<file path="src/hdl/sws_pkg.sv">
// Package for the signed word sorter: capacity, widths and the controller state type.
// No dependencies.
`default_nettype none
package sws_pkg;
    localparam int Capacity = 64;
    localparam int AddrW = $clog2(Capacity);
    localparam int CountW = $clog2(Capacity + 1);
    localparam int DataW = 64;

    typedef enum logic [2:0] {
        ST_LOAD,
        ST_SEL_READ,
        ST_SEL_SCAN,
        ST_SEL_SWAP,
        ST_SEL_PLACE,
        ST_EMIT
    } sws_state_t;

    function automatic logic signed_less(input logic [DataW-1:0] a, input logic [DataW-1:0] b);
        signed_less = $signed(a) < $signed(b);
    endfunction
endpackage
`default_nettype wire

</file>
<file path="src/hdl/signed_word_sorter.sv">
// Top level of the signed word sorter: loads a set into a RAM, sorts it in place by
// selection over one synchronous read port, then streams it out. Uses sws_pkg.
//
// Channel   Dir  Payload
// s_axis    in   tdata[63:0] value, tlast final_item
// m_axis    out  tdata[63:0] sorted_value, tlast final_result, tuser overflowed
//
// Loading accepts one transaction per cycle. The sort is a selection pass per position,
// its pace set by the single RAM read and write port. During emission each element is
// read from the RAM and moved into the output register before the next read is issued.
// Input is not accepted during sort and emission. rst_n clears the count and state.
`default_nettype none
module signed_word_sorter (
    input  wire logic                      clk,
    input  wire logic                      rst_n,
    input  wire logic [sws_pkg::DataW-1:0] s_axis_tdata,  // value
    input  wire logic                      s_axis_tlast,
    input  wire logic                      s_axis_tvalid,
    output logic                           s_axis_tready,
    output logic [sws_pkg::DataW-1:0]      m_axis_tdata,  // sorted_value
    output logic                           m_axis_tlast,
    output logic                           m_axis_tuser,  // overflowed
    output logic                           m_axis_tvalid,
    input  wire logic                      m_axis_tready
);
    import sws_pkg::*;

    logic [DataW-1:0] mem [Capacity];
    logic [DataW-1:0] rd_data_reg;
    logic [AddrW-1:0] rd_addr;
    logic             wr_en;
    logic [AddrW-1:0] wr_addr;
    logic [DataW-1:0] wr_data;

    sws_state_t state_reg, state_next;
    logic [CountW-1:0] count_reg, count_next;
    logic              ovf_reg, ovf_next;
    logic [CountW-1:0] pos_reg, pos_next;
    logic [CountW-1:0] scan_reg, scan_next;
    logic [AddrW-1:0]  min_idx_reg, min_idx_next;
    logic [DataW-1:0]  min_val_reg, min_val_next;
    logic [DataW-1:0]  head_val_reg, head_val_next;
    logic              first_reg, first_next;
    logic              pend_reg, pend_next;
    logic [DataW-1:0]  out_data_reg, out_data_next;
    logic              out_last_reg, out_last_next;
    logic              out_ovf_reg, out_ovf_next;
    logic              out_valid_reg, out_valid_next;
    logic              in_acc;

    always_ff @(posedge clk)
    begin
        if (wr_en)
        begin
            mem[wr_addr] <= wr_data;
        end
        rd_data_reg <= mem[rd_addr];
    end

    assign s_axis_tready = (state_reg == ST_LOAD);
    assign in_acc = s_axis_tvalid && s_axis_tready;

    always_comb
    begin
        state_next = state_reg;
        unique case (state_reg)
            ST_LOAD:
            begin
                if (in_acc && s_axis_tlast)
                begin
                    state_next = ST_SEL_READ;
                end
            end
            ST_SEL_READ:
            begin
                if (pos_reg + CountW'(1) >= count_reg)
                begin
                    state_next = ST_EMIT;
                end
                else
                begin
                    state_next = ST_SEL_SCAN;
                end
            end
            ST_SEL_SCAN:
            begin
                if (!first_reg && scan_reg >= count_reg)
                begin
                    state_next = ST_SEL_SWAP;
                end
            end
            ST_SEL_SWAP:
            begin
                state_next = ST_SEL_PLACE;
            end
            ST_SEL_PLACE:
            begin
                state_next = ST_SEL_READ;
            end
            ST_EMIT:
            begin
                if (pos_reg >= count_reg && !pend_reg
                    && !(out_valid_reg && !m_axis_tready))
                begin
                    state_next = ST_LOAD;
                end
            end
            default:
            begin
                state_next = ST_LOAD;
            end
        endcase
    end

    always_comb
    begin
        count_next = count_reg;
        ovf_next = ovf_reg;
        pos_next = pos_reg;
        scan_next = scan_reg;
        min_idx_next = min_idx_reg;
        min_val_next = min_val_reg;
        head_val_next = head_val_reg;
        first_next = first_reg;
        pend_next = pend_reg;
        out_data_next = out_data_reg;
        out_last_next = out_last_reg;
        out_ovf_next = out_ovf_reg;
        out_valid_next = out_valid_reg;
        rd_addr = pos_reg[AddrW-1:0];
        wr_en = 1'b0;
        wr_addr = count_reg[AddrW-1:0];
        wr_data = s_axis_tdata;
        if (out_valid_reg && m_axis_tready)
        begin
            out_valid_next = 1'b0;
        end
        unique case (state_reg)
            ST_LOAD:
            begin
                if (in_acc)
                begin
                    if (count_reg < CountW'(Capacity))
                    begin
                        wr_en = 1'b1;
                        count_next = count_reg + CountW'(1);
                    end
                    else
                    begin
                        ovf_next = 1'b1;
                    end
                    pos_next = '0;
                end
            end
            ST_SEL_READ:
            begin
                rd_addr = pos_reg[AddrW-1:0];
                scan_next = pos_reg + CountW'(1);
                first_next = 1'b1;
                if (pos_reg + CountW'(1) >= count_reg)
                begin
                    pos_next = '0;
                    pend_next = 1'b0;
                end
            end
            ST_SEL_SCAN:
            begin
                rd_addr = scan_reg[AddrW-1:0];
                if (first_reg)
                begin
                    head_val_next = rd_data_reg;
                    min_val_next = rd_data_reg;
                    min_idx_next = pos_reg[AddrW-1:0];
                    first_next = 1'b0;
                end
                else
                begin
                    if (signed_less(rd_data_reg, min_val_reg))
                    begin
                        min_val_next = rd_data_reg;
                        min_idx_next = AddrW'(scan_reg - CountW'(1));
                    end
                end
                if (!first_reg || scan_reg < count_reg)
                begin
                    if (scan_reg < count_reg)
                    begin
                        scan_next = scan_reg + CountW'(1);
                    end
                end
            end
            ST_SEL_SWAP:
            begin
                wr_en = 1'b1;
                wr_addr = min_idx_reg;
                wr_data = head_val_reg;
            end
            ST_SEL_PLACE:
            begin
                wr_en = 1'b1;
                wr_addr = pos_reg[AddrW-1:0];
                wr_data = min_val_reg;
                pos_next = pos_reg + CountW'(1);
            end
            ST_EMIT:
            begin
                if (pend_reg)
                begin
                    rd_addr = AddrW'(pos_reg - CountW'(1));
                end
                if (pend_reg && (!out_valid_reg || m_axis_tready))
                begin
                    out_data_next = rd_data_reg;
                    out_last_next = (pos_reg >= count_reg);
                    out_ovf_next = ovf_reg;
                    out_valid_next = 1'b1;
                    pend_next = 1'b0;
                end
                else if (!pend_reg && pos_reg < count_reg)
                begin
                    rd_addr = pos_reg[AddrW-1:0];
                    pos_next = pos_reg + CountW'(1);
                    pend_next = 1'b1;
                end
                if (pos_reg >= count_reg && !pend_reg && !(out_valid_reg && !m_axis_tready))
                begin
                    count_next = '0;
                    ovf_next = 1'b0;
                end
            end
            default:
            begin
            end
        endcase
    end

    always_ff @(posedge clk or negedge rst_n)
    begin
        if (!rst_n)
        begin
            state_reg <= ST_LOAD;
            count_reg <= '0;
            ovf_reg <= 1'b0;
            pos_reg <= '0;
            pend_reg <= 1'b0;
            first_reg <= 1'b0;
            out_valid_reg <= 1'b0;
        end
        else
        begin
            state_reg <= state_next;
            count_reg <= count_next;
            ovf_reg <= ovf_next;
            pos_reg <= pos_next;
            pend_reg <= pend_next;
            first_reg <= first_next;
            out_valid_reg <= out_valid_next;
        end
    end

    always_ff @(posedge clk)
    begin
        scan_reg <= scan_next;
        min_idx_reg <= min_idx_next;
        min_val_reg <= min_val_next;
        head_val_reg <= head_val_next;
        out_data_reg <= out_data_next;
        out_last_reg <= out_last_next;
        out_ovf_reg <= out_ovf_next;
    end

    assign m_axis_tdata = out_data_reg;
    assign m_axis_tlast = out_last_reg;
    assign m_axis_tuser = out_ovf_reg;
    assign m_axis_tvalid = out_valid_reg;

    a_ready_only_load: assert property (@(posedge clk) disable iff (!rst_n)
        s_axis_tready |-> state_reg == ST_LOAD) else $error("ready outside load");
    a_count_bound: assert property (@(posedge clk) disable iff (!rst_n)
        count_reg <= CountW'(Capacity)) else $error("count overrun");
    a_no_out_in_load: assert property (@(posedge clk) disable iff (!rst_n)
        (state_reg == ST_LOAD && $past(state_reg) == ST_LOAD) |-> !m_axis_tvalid)
        else $error("output during load");
endmodule
`default_nettype wire

</file>
<file path="config.mk">
export PLATFORM = sky130hd
export DESIGN_NAME = signed_word_sorter
export DESIGN_NICKNAME = d
export VERILOG_FILES = /design/src/hdl/sws_pkg.sv /design/src/hdl/signed_word_sorter.sv
export SDC_FILE = /design/constraint.sdc
export NUM_CORES = 2
export LEC_CHECK = 0
export BUFFER_PORTS_ARGS = -buffer_cell sky130_fd_sc_hd__clkbuf_2
export CAP_MARGIN = 40
export CORE_ASPECT_RATIO = 1.75
export CORE_MARGIN = 2
export CORE_UTILIZATION = 45
export DETAILED_ROUTE_END_ITERATION = 16
export GPL_ROUTABILITY_DRIVEN = 0
export HOLD_SLACK_MARGIN = 0.03
export MAX_ROUTING_LAYER = met4
export PLACE_DENSITY = 0.6
export SETUP_SLACK_MARGIN = 0.4
export SYNTH_ARGS = -nofsm -noshare
export SYNTH_HDL_FRONTEND = slang
export SYNTH_SLANG_ARGS = --single-unit
</file>
<file path="constraint.sdc">
create_clock -name clk -period 12.99 [get_ports clk]
set_clock_uncertainty 0.05 [all_clocks]
set_input_delay 1.9485 -clock clk [delete_from_list [all_inputs] [get_ports clk]]
set_output_delay 1.9485 -clock clk [all_outputs]
set_load 0.005 [all_outputs]
</file>
==> results_tabular.tex <==
\begin{tabular}{lr}
\hline
Metric & Value \\
\hline
\multicolumn{2}{l}{\textbf{Timing}} \\
Setup repair after global routing missed its margin & false \\
Period utilization & approximately half \\
Worst Setup Slack, final & between 6 and 7 ns \\
Slew at the pin closest to its max-slew limit & around 1.1 ns \\
Final critical delay including setup and external delays & between 6 and 7 ns \\
Number of pins with negative max-slew slack in the final report & 0 \\
Maximum achievable frequency & 153 MHz \\
Slew Limit Headroom & between 20\% and 30\% \\
Aggregate negative setup slack & 0 ns \\
Total count of hold-check failures in the final report & 0 \\
Setup violations, final & 0 \\
\multicolumn{2}{l}{\textbf{Critical path}} \\
Capture point of the worst reg-to-reg path & rd\_data\_reg[33]\$\_DFF\_P\_ \\
Worst R2R Path Depth & 11 \\
Number of buffer and inverter instances along the worst setup path & 3 \\
Cell family with the largest share of critical-path delay & simple AND/OR/NAND/NOR gates \\
Highest cell delay on the worst timing path & 1.00 ns \\
Maximum fanout count along the critical path & $\sim$160 \\
Crit. End Element & flip-flop \\
Startpoint of the most critical register-to-register path & state\_reg[2]\$\_DFFE\_PN0P\_ \\
Crit path kind & flip-flop to flip-flop \\
Setup slack of the most critical reg-to-reg path & approximately 6.4 ns \\
Launching element type of the critical path & flip-flop \\
Library cell contributing the largest single delay on the critical path & a222oi\_1 \\
CP Data Required Time & $\sim$14 ns \\
List of cells traversed by the critical path & nor3b\_2 > buf\_4 > a222oi\_1 > and2\_4 > buf\_12 > buf\_12 > a21oi\_1 > a32o\_1 > a222oi\_1 > nand4\_1 > nand4\_1 \\
Worst EP arrival & a little over 7 ns \\
\multicolumn{2}{l}{\textbf{Place}} \\
Buffers added on ports & $\sim$140 \\
Placed Cells incl. Taps & approximately 16000 \\
Worst slack, placed & just under 7 ns \\
Total cell area at the placement stage & 0.179 mm2 \\
Final HPWL from detailed placement & approximately 300000 um \\
\multicolumn{2}{l}{\textbf{Logic synthesis}} \\
Nets in the synthesized netlist & 10978 \\
Proportion of netlist area held by the largest area contributor & around three quarters \\
Post-Syn Area per Cell & about 16 um2 \\
Most instantiated cells after synthesis & edfxtp\_1 (4303), nand2\_1 (2454), mux2i\_1 (780) \\
Commonest register cell after synthesis & edfxtp\_1 \\
Flop and latch count out of synthesis & 4388 \\
Top cells by area, synth & edfxtp\_1 (76\%), nand2\_1 (5.4\%), mux2i\_1 (4.6\%) \\
Number of distinct library cells after synthesis & just over 70 \\
Synthesized instance count & between 10000 and 15000 \\
Async SR Flop Fraction & 0.479\% \\
Top-count cell post-synth & edfxtp\_1 \\
Synthesis Warnings & 0 \\
Sequential element share of the synthesized area & between 70\% and 80\% \\
Count of flip-flops with a built-in enable after synthesis & between 4000 and 5000 \\
Post-synthesis instance area & approximately 0.17 mm2 \\
Cell type contributing the most total cell area after synthesis & edfxtp\_1 \\
\multicolumn{2}{l}{\textbf{Layout}} \\
Final core occ & 50.9\% \\
Multi-input gate area & about 0.036 mm2 \\
Largest register FFs & 4096 \\
Synth-to-Final Area Change & 12.5\% \\
Final Instance Area & 0.192 mm2 \\
Number of filler cells placed in the layout & 30633 \\
Register with the most flip-flops & mem \\
Count of placed standard cells in the final layout, fillers left out & about 16000 \\
Storage cell area & about 0.13 mm2 \\
Fraction of final layout cells sized beyond drive strength 1 & 10.8\% \\
Final Net Count & around 11000 \\
\multicolumn{2}{l}{\textbf{Die}} \\
Y dimension of the die & a little over 800 um \\
Site row count & between 200 and 300 \\
Core region area & around 0.38 mm2 \\
Die footprint & $\sim$0.38 mm2 \\
X dimension of the die & roughly 470 um \\
Top-Level Pins & around 140 \\
Starting density of the core & a little under half \\
\multicolumn{2}{l}{\textbf{Power and ir drop}} \\
Switching fraction of total power & 37.2\% \\
Pleak & $\sim$0.065 uW \\
Proportion of power drawn by combinational gates & 36.3\% \\
Switching power & 17700 uW \\
Sequential share of power & around 40\% \\
Int Power & around 30000 uW \\
Clock power frac & approximately a quarter \\
Peak ir drop on the vdd network & approximately 0.29 mV \\
Areal power density over the cells & $\sim$250 mW/mm2 \\
\multicolumn{2}{l}{\textbf{Clock network}} \\
TritonCTS clock tree & built \\
Worst skew pair latency & about 0.96 ns \\
Hold buffers post-CTS & 0 \\
CTS H-Tree Depth & 5 \\
Clock buffer count from CTS & approximately 380 \\
Max clock buf depth & 4 \\
Number of buffers inserted to repair setup after CTS & 0 \\
Cell chosen for the clock root & clkbuf\_16 \\
Clock edge transition at the registers on the reported setup and hold paths & approximately 0.060 ns \\
Number of gates resized after CTS & 0 \\
CTS sink cnt & between 4000 and 5000 \\
\multicolumn{2}{l}{\textbf{Min path}} \\
Type of the most critical hold path & flip-flop to flip-flop \\
Min-Delay Endpoint & m\_axis\_tuser\$\_DFFE\_PP\_ \\
Worst Hold Path Cells & 0 \\
Worst Min Path Start & ovf\_reg\$\_DFFE\_PN0P\_ \\
\multicolumn{2}{l}{\textbf{Route}} \\
Per-cell via count in the routed design & 6.41 \\
Remaining antenna violation count after routing & 0 \\
Iteration-0 DRC count of the detailed router & 13777 \\
Wire length reported by the detailed router & 547000 um \\
Routed WL per cell & approximately 34 um \\
TritonRoute pass-1 iters & 9 \\
Via count of the routed design & 104389 \\
Total DRC errors in the routed layout & 0 \\
\multicolumn{2}{l}{\textbf{Global routing}} \\
First-pass GRT wire length & between 700000 and 800000 um \\
Number of global-route vias before repair & $\sim$100k \\
Remaining global-route overflow & 0 \\
GRT Util Overall & 28.7\% \\
Maximum number of pins on one net before global-route repair & 167 \\
Number of antenna violations at the first check in global routing & 17 \\
\multicolumn{2}{l}{\textbf{Job}} \\
Number of max-cap violations & 0 \\
\multicolumn{2}{l}{\textbf{Run status}} \\
Run status & finished clean \\
\hline
\end{tabular}
placed cells by master, fill, tap and decap left out, drive strengths merged, types with 8 or more instances in the layout:
| cell | synthesis | final |
|---|---|---|
| a211oi | 16 | 16 |
| a21o | 11 | 11 |
| a21oi | 528 | 528 |
| a222oi | 249 | 249 |
| a22oi | 67 | 67 |
| a32o | 500 | 500 |
| a32oi | 250 | 250 |
| and3 | 15 | 15 |
| buf | 279 | 397 |
| bufinv | 0 | 43 |
| clkbuf | 437 | 628 |
| clkinv | 0 | 141 |
| dfrtp | 21 | 21 |
| dfxtp | 64 | 64 |
| diode | 0 | 12 |
| edfxtp | 4303 | 4303 |
| ha | 89 | 89 |
| inv | 84 | 97 |
| mux2 | 14 | 14 |
| mux2i | 780 | 780 |
| mux4 | 8 | 8 |
| nand2 | 2454 | 2454 |
| nand2b | 9 | 9 |
| nand3 | 21 | 21 |
| nand4 | 323 | 323 |
| nor2 | 126 | 126 |
| nor3 | 16 | 16 |
| o21ai | 34 | 34 |
| o22ai | 11 | 11 |
| xnor2 | 13 | 13 |
power by group through the flow:
stage	sequential (uW)	clock, uW	combinational [uW]
after floorplan	18800	0	11400
after global placement	19000	0	16500
after detailed placement	19000	0	17100
after CTS	18700	11800	17200
after global routing	18700	12200	18400
final	18700	11700	17300
per-stage QoR:
step / total power (uW) / hold slack (ns)
after global routing: 49300 / 0.450
after CTS: 47600 / 0.429
after detailed placement: 36100 / 0.420
after global placement: 35500 / 0.397
after floorplan: 30200 / 0.375
final: 47700 / 0.435
logic make-up after synthesis:
group / count (synthesis) / synth area share (%)
AOI/OAI and AO/OA: 1723 / 8.09
and+or+nand+nor: 3000 / 7.22
adders and majority gates: 89 / 0.654
xor gates and xnor gates: 18 / 0.0926
DFF: 4388 / 77.0
muxes: 802 / 4.78
buffers and inverters: 800 / 2.19
per-layer routing:
layer / global-route usage, % / vias up / part of all wire [%]
met2: 47.2 / 5870 / 49
met3: 4.12 / 1304 / 9.2
met1: 35.1 / 54516 / 36
met5: - / - / 0
li1: - / 42699 / -
met4: 13.4 / 0 / 5.7
area by class of cell:
class,instances,share of cell area [%]
antenna,12,0.0157
clock buffer,492,5.41
clock inverter,204,1.14
inverter,84,0.165
multi-input combinational,5632,18.9
sequential,4388,68.4
tap,4950,3.23
timing repair buffer,533,2.77
worst max-delay path by stage:
stage | from | to | slack (ns) | cells past startpoint
floorplan | s_axis_tvalid | mem[46][0]$_DFFE_PP_ | 6.94 | 4
CTS | state_reg[1]$_DFFE_PN0P_ | rd_data_reg[58]$_DFF_P_ | 6.72 | 12
global route | state_reg[2]$_DFFE_PN0P_ | rd_data_reg[58]$_DFF_P_ | 6.20 | 12
global placement | state_reg[1]$_DFFE_PN0P_ | rd_data_reg[36]$_DFF_P_ | 6.60 | 11
detailed placement | state_reg[2]$_DFFE_PN0P_ | rd_data_reg[57]$_DFF_P_ | 6.72 | 12
finish | state_reg[2]$_DFFE_PN0P_ | rd_data_reg[33]$_DFF_P_ | 6.45 | 11
Power figures use the tool's default switching activity.
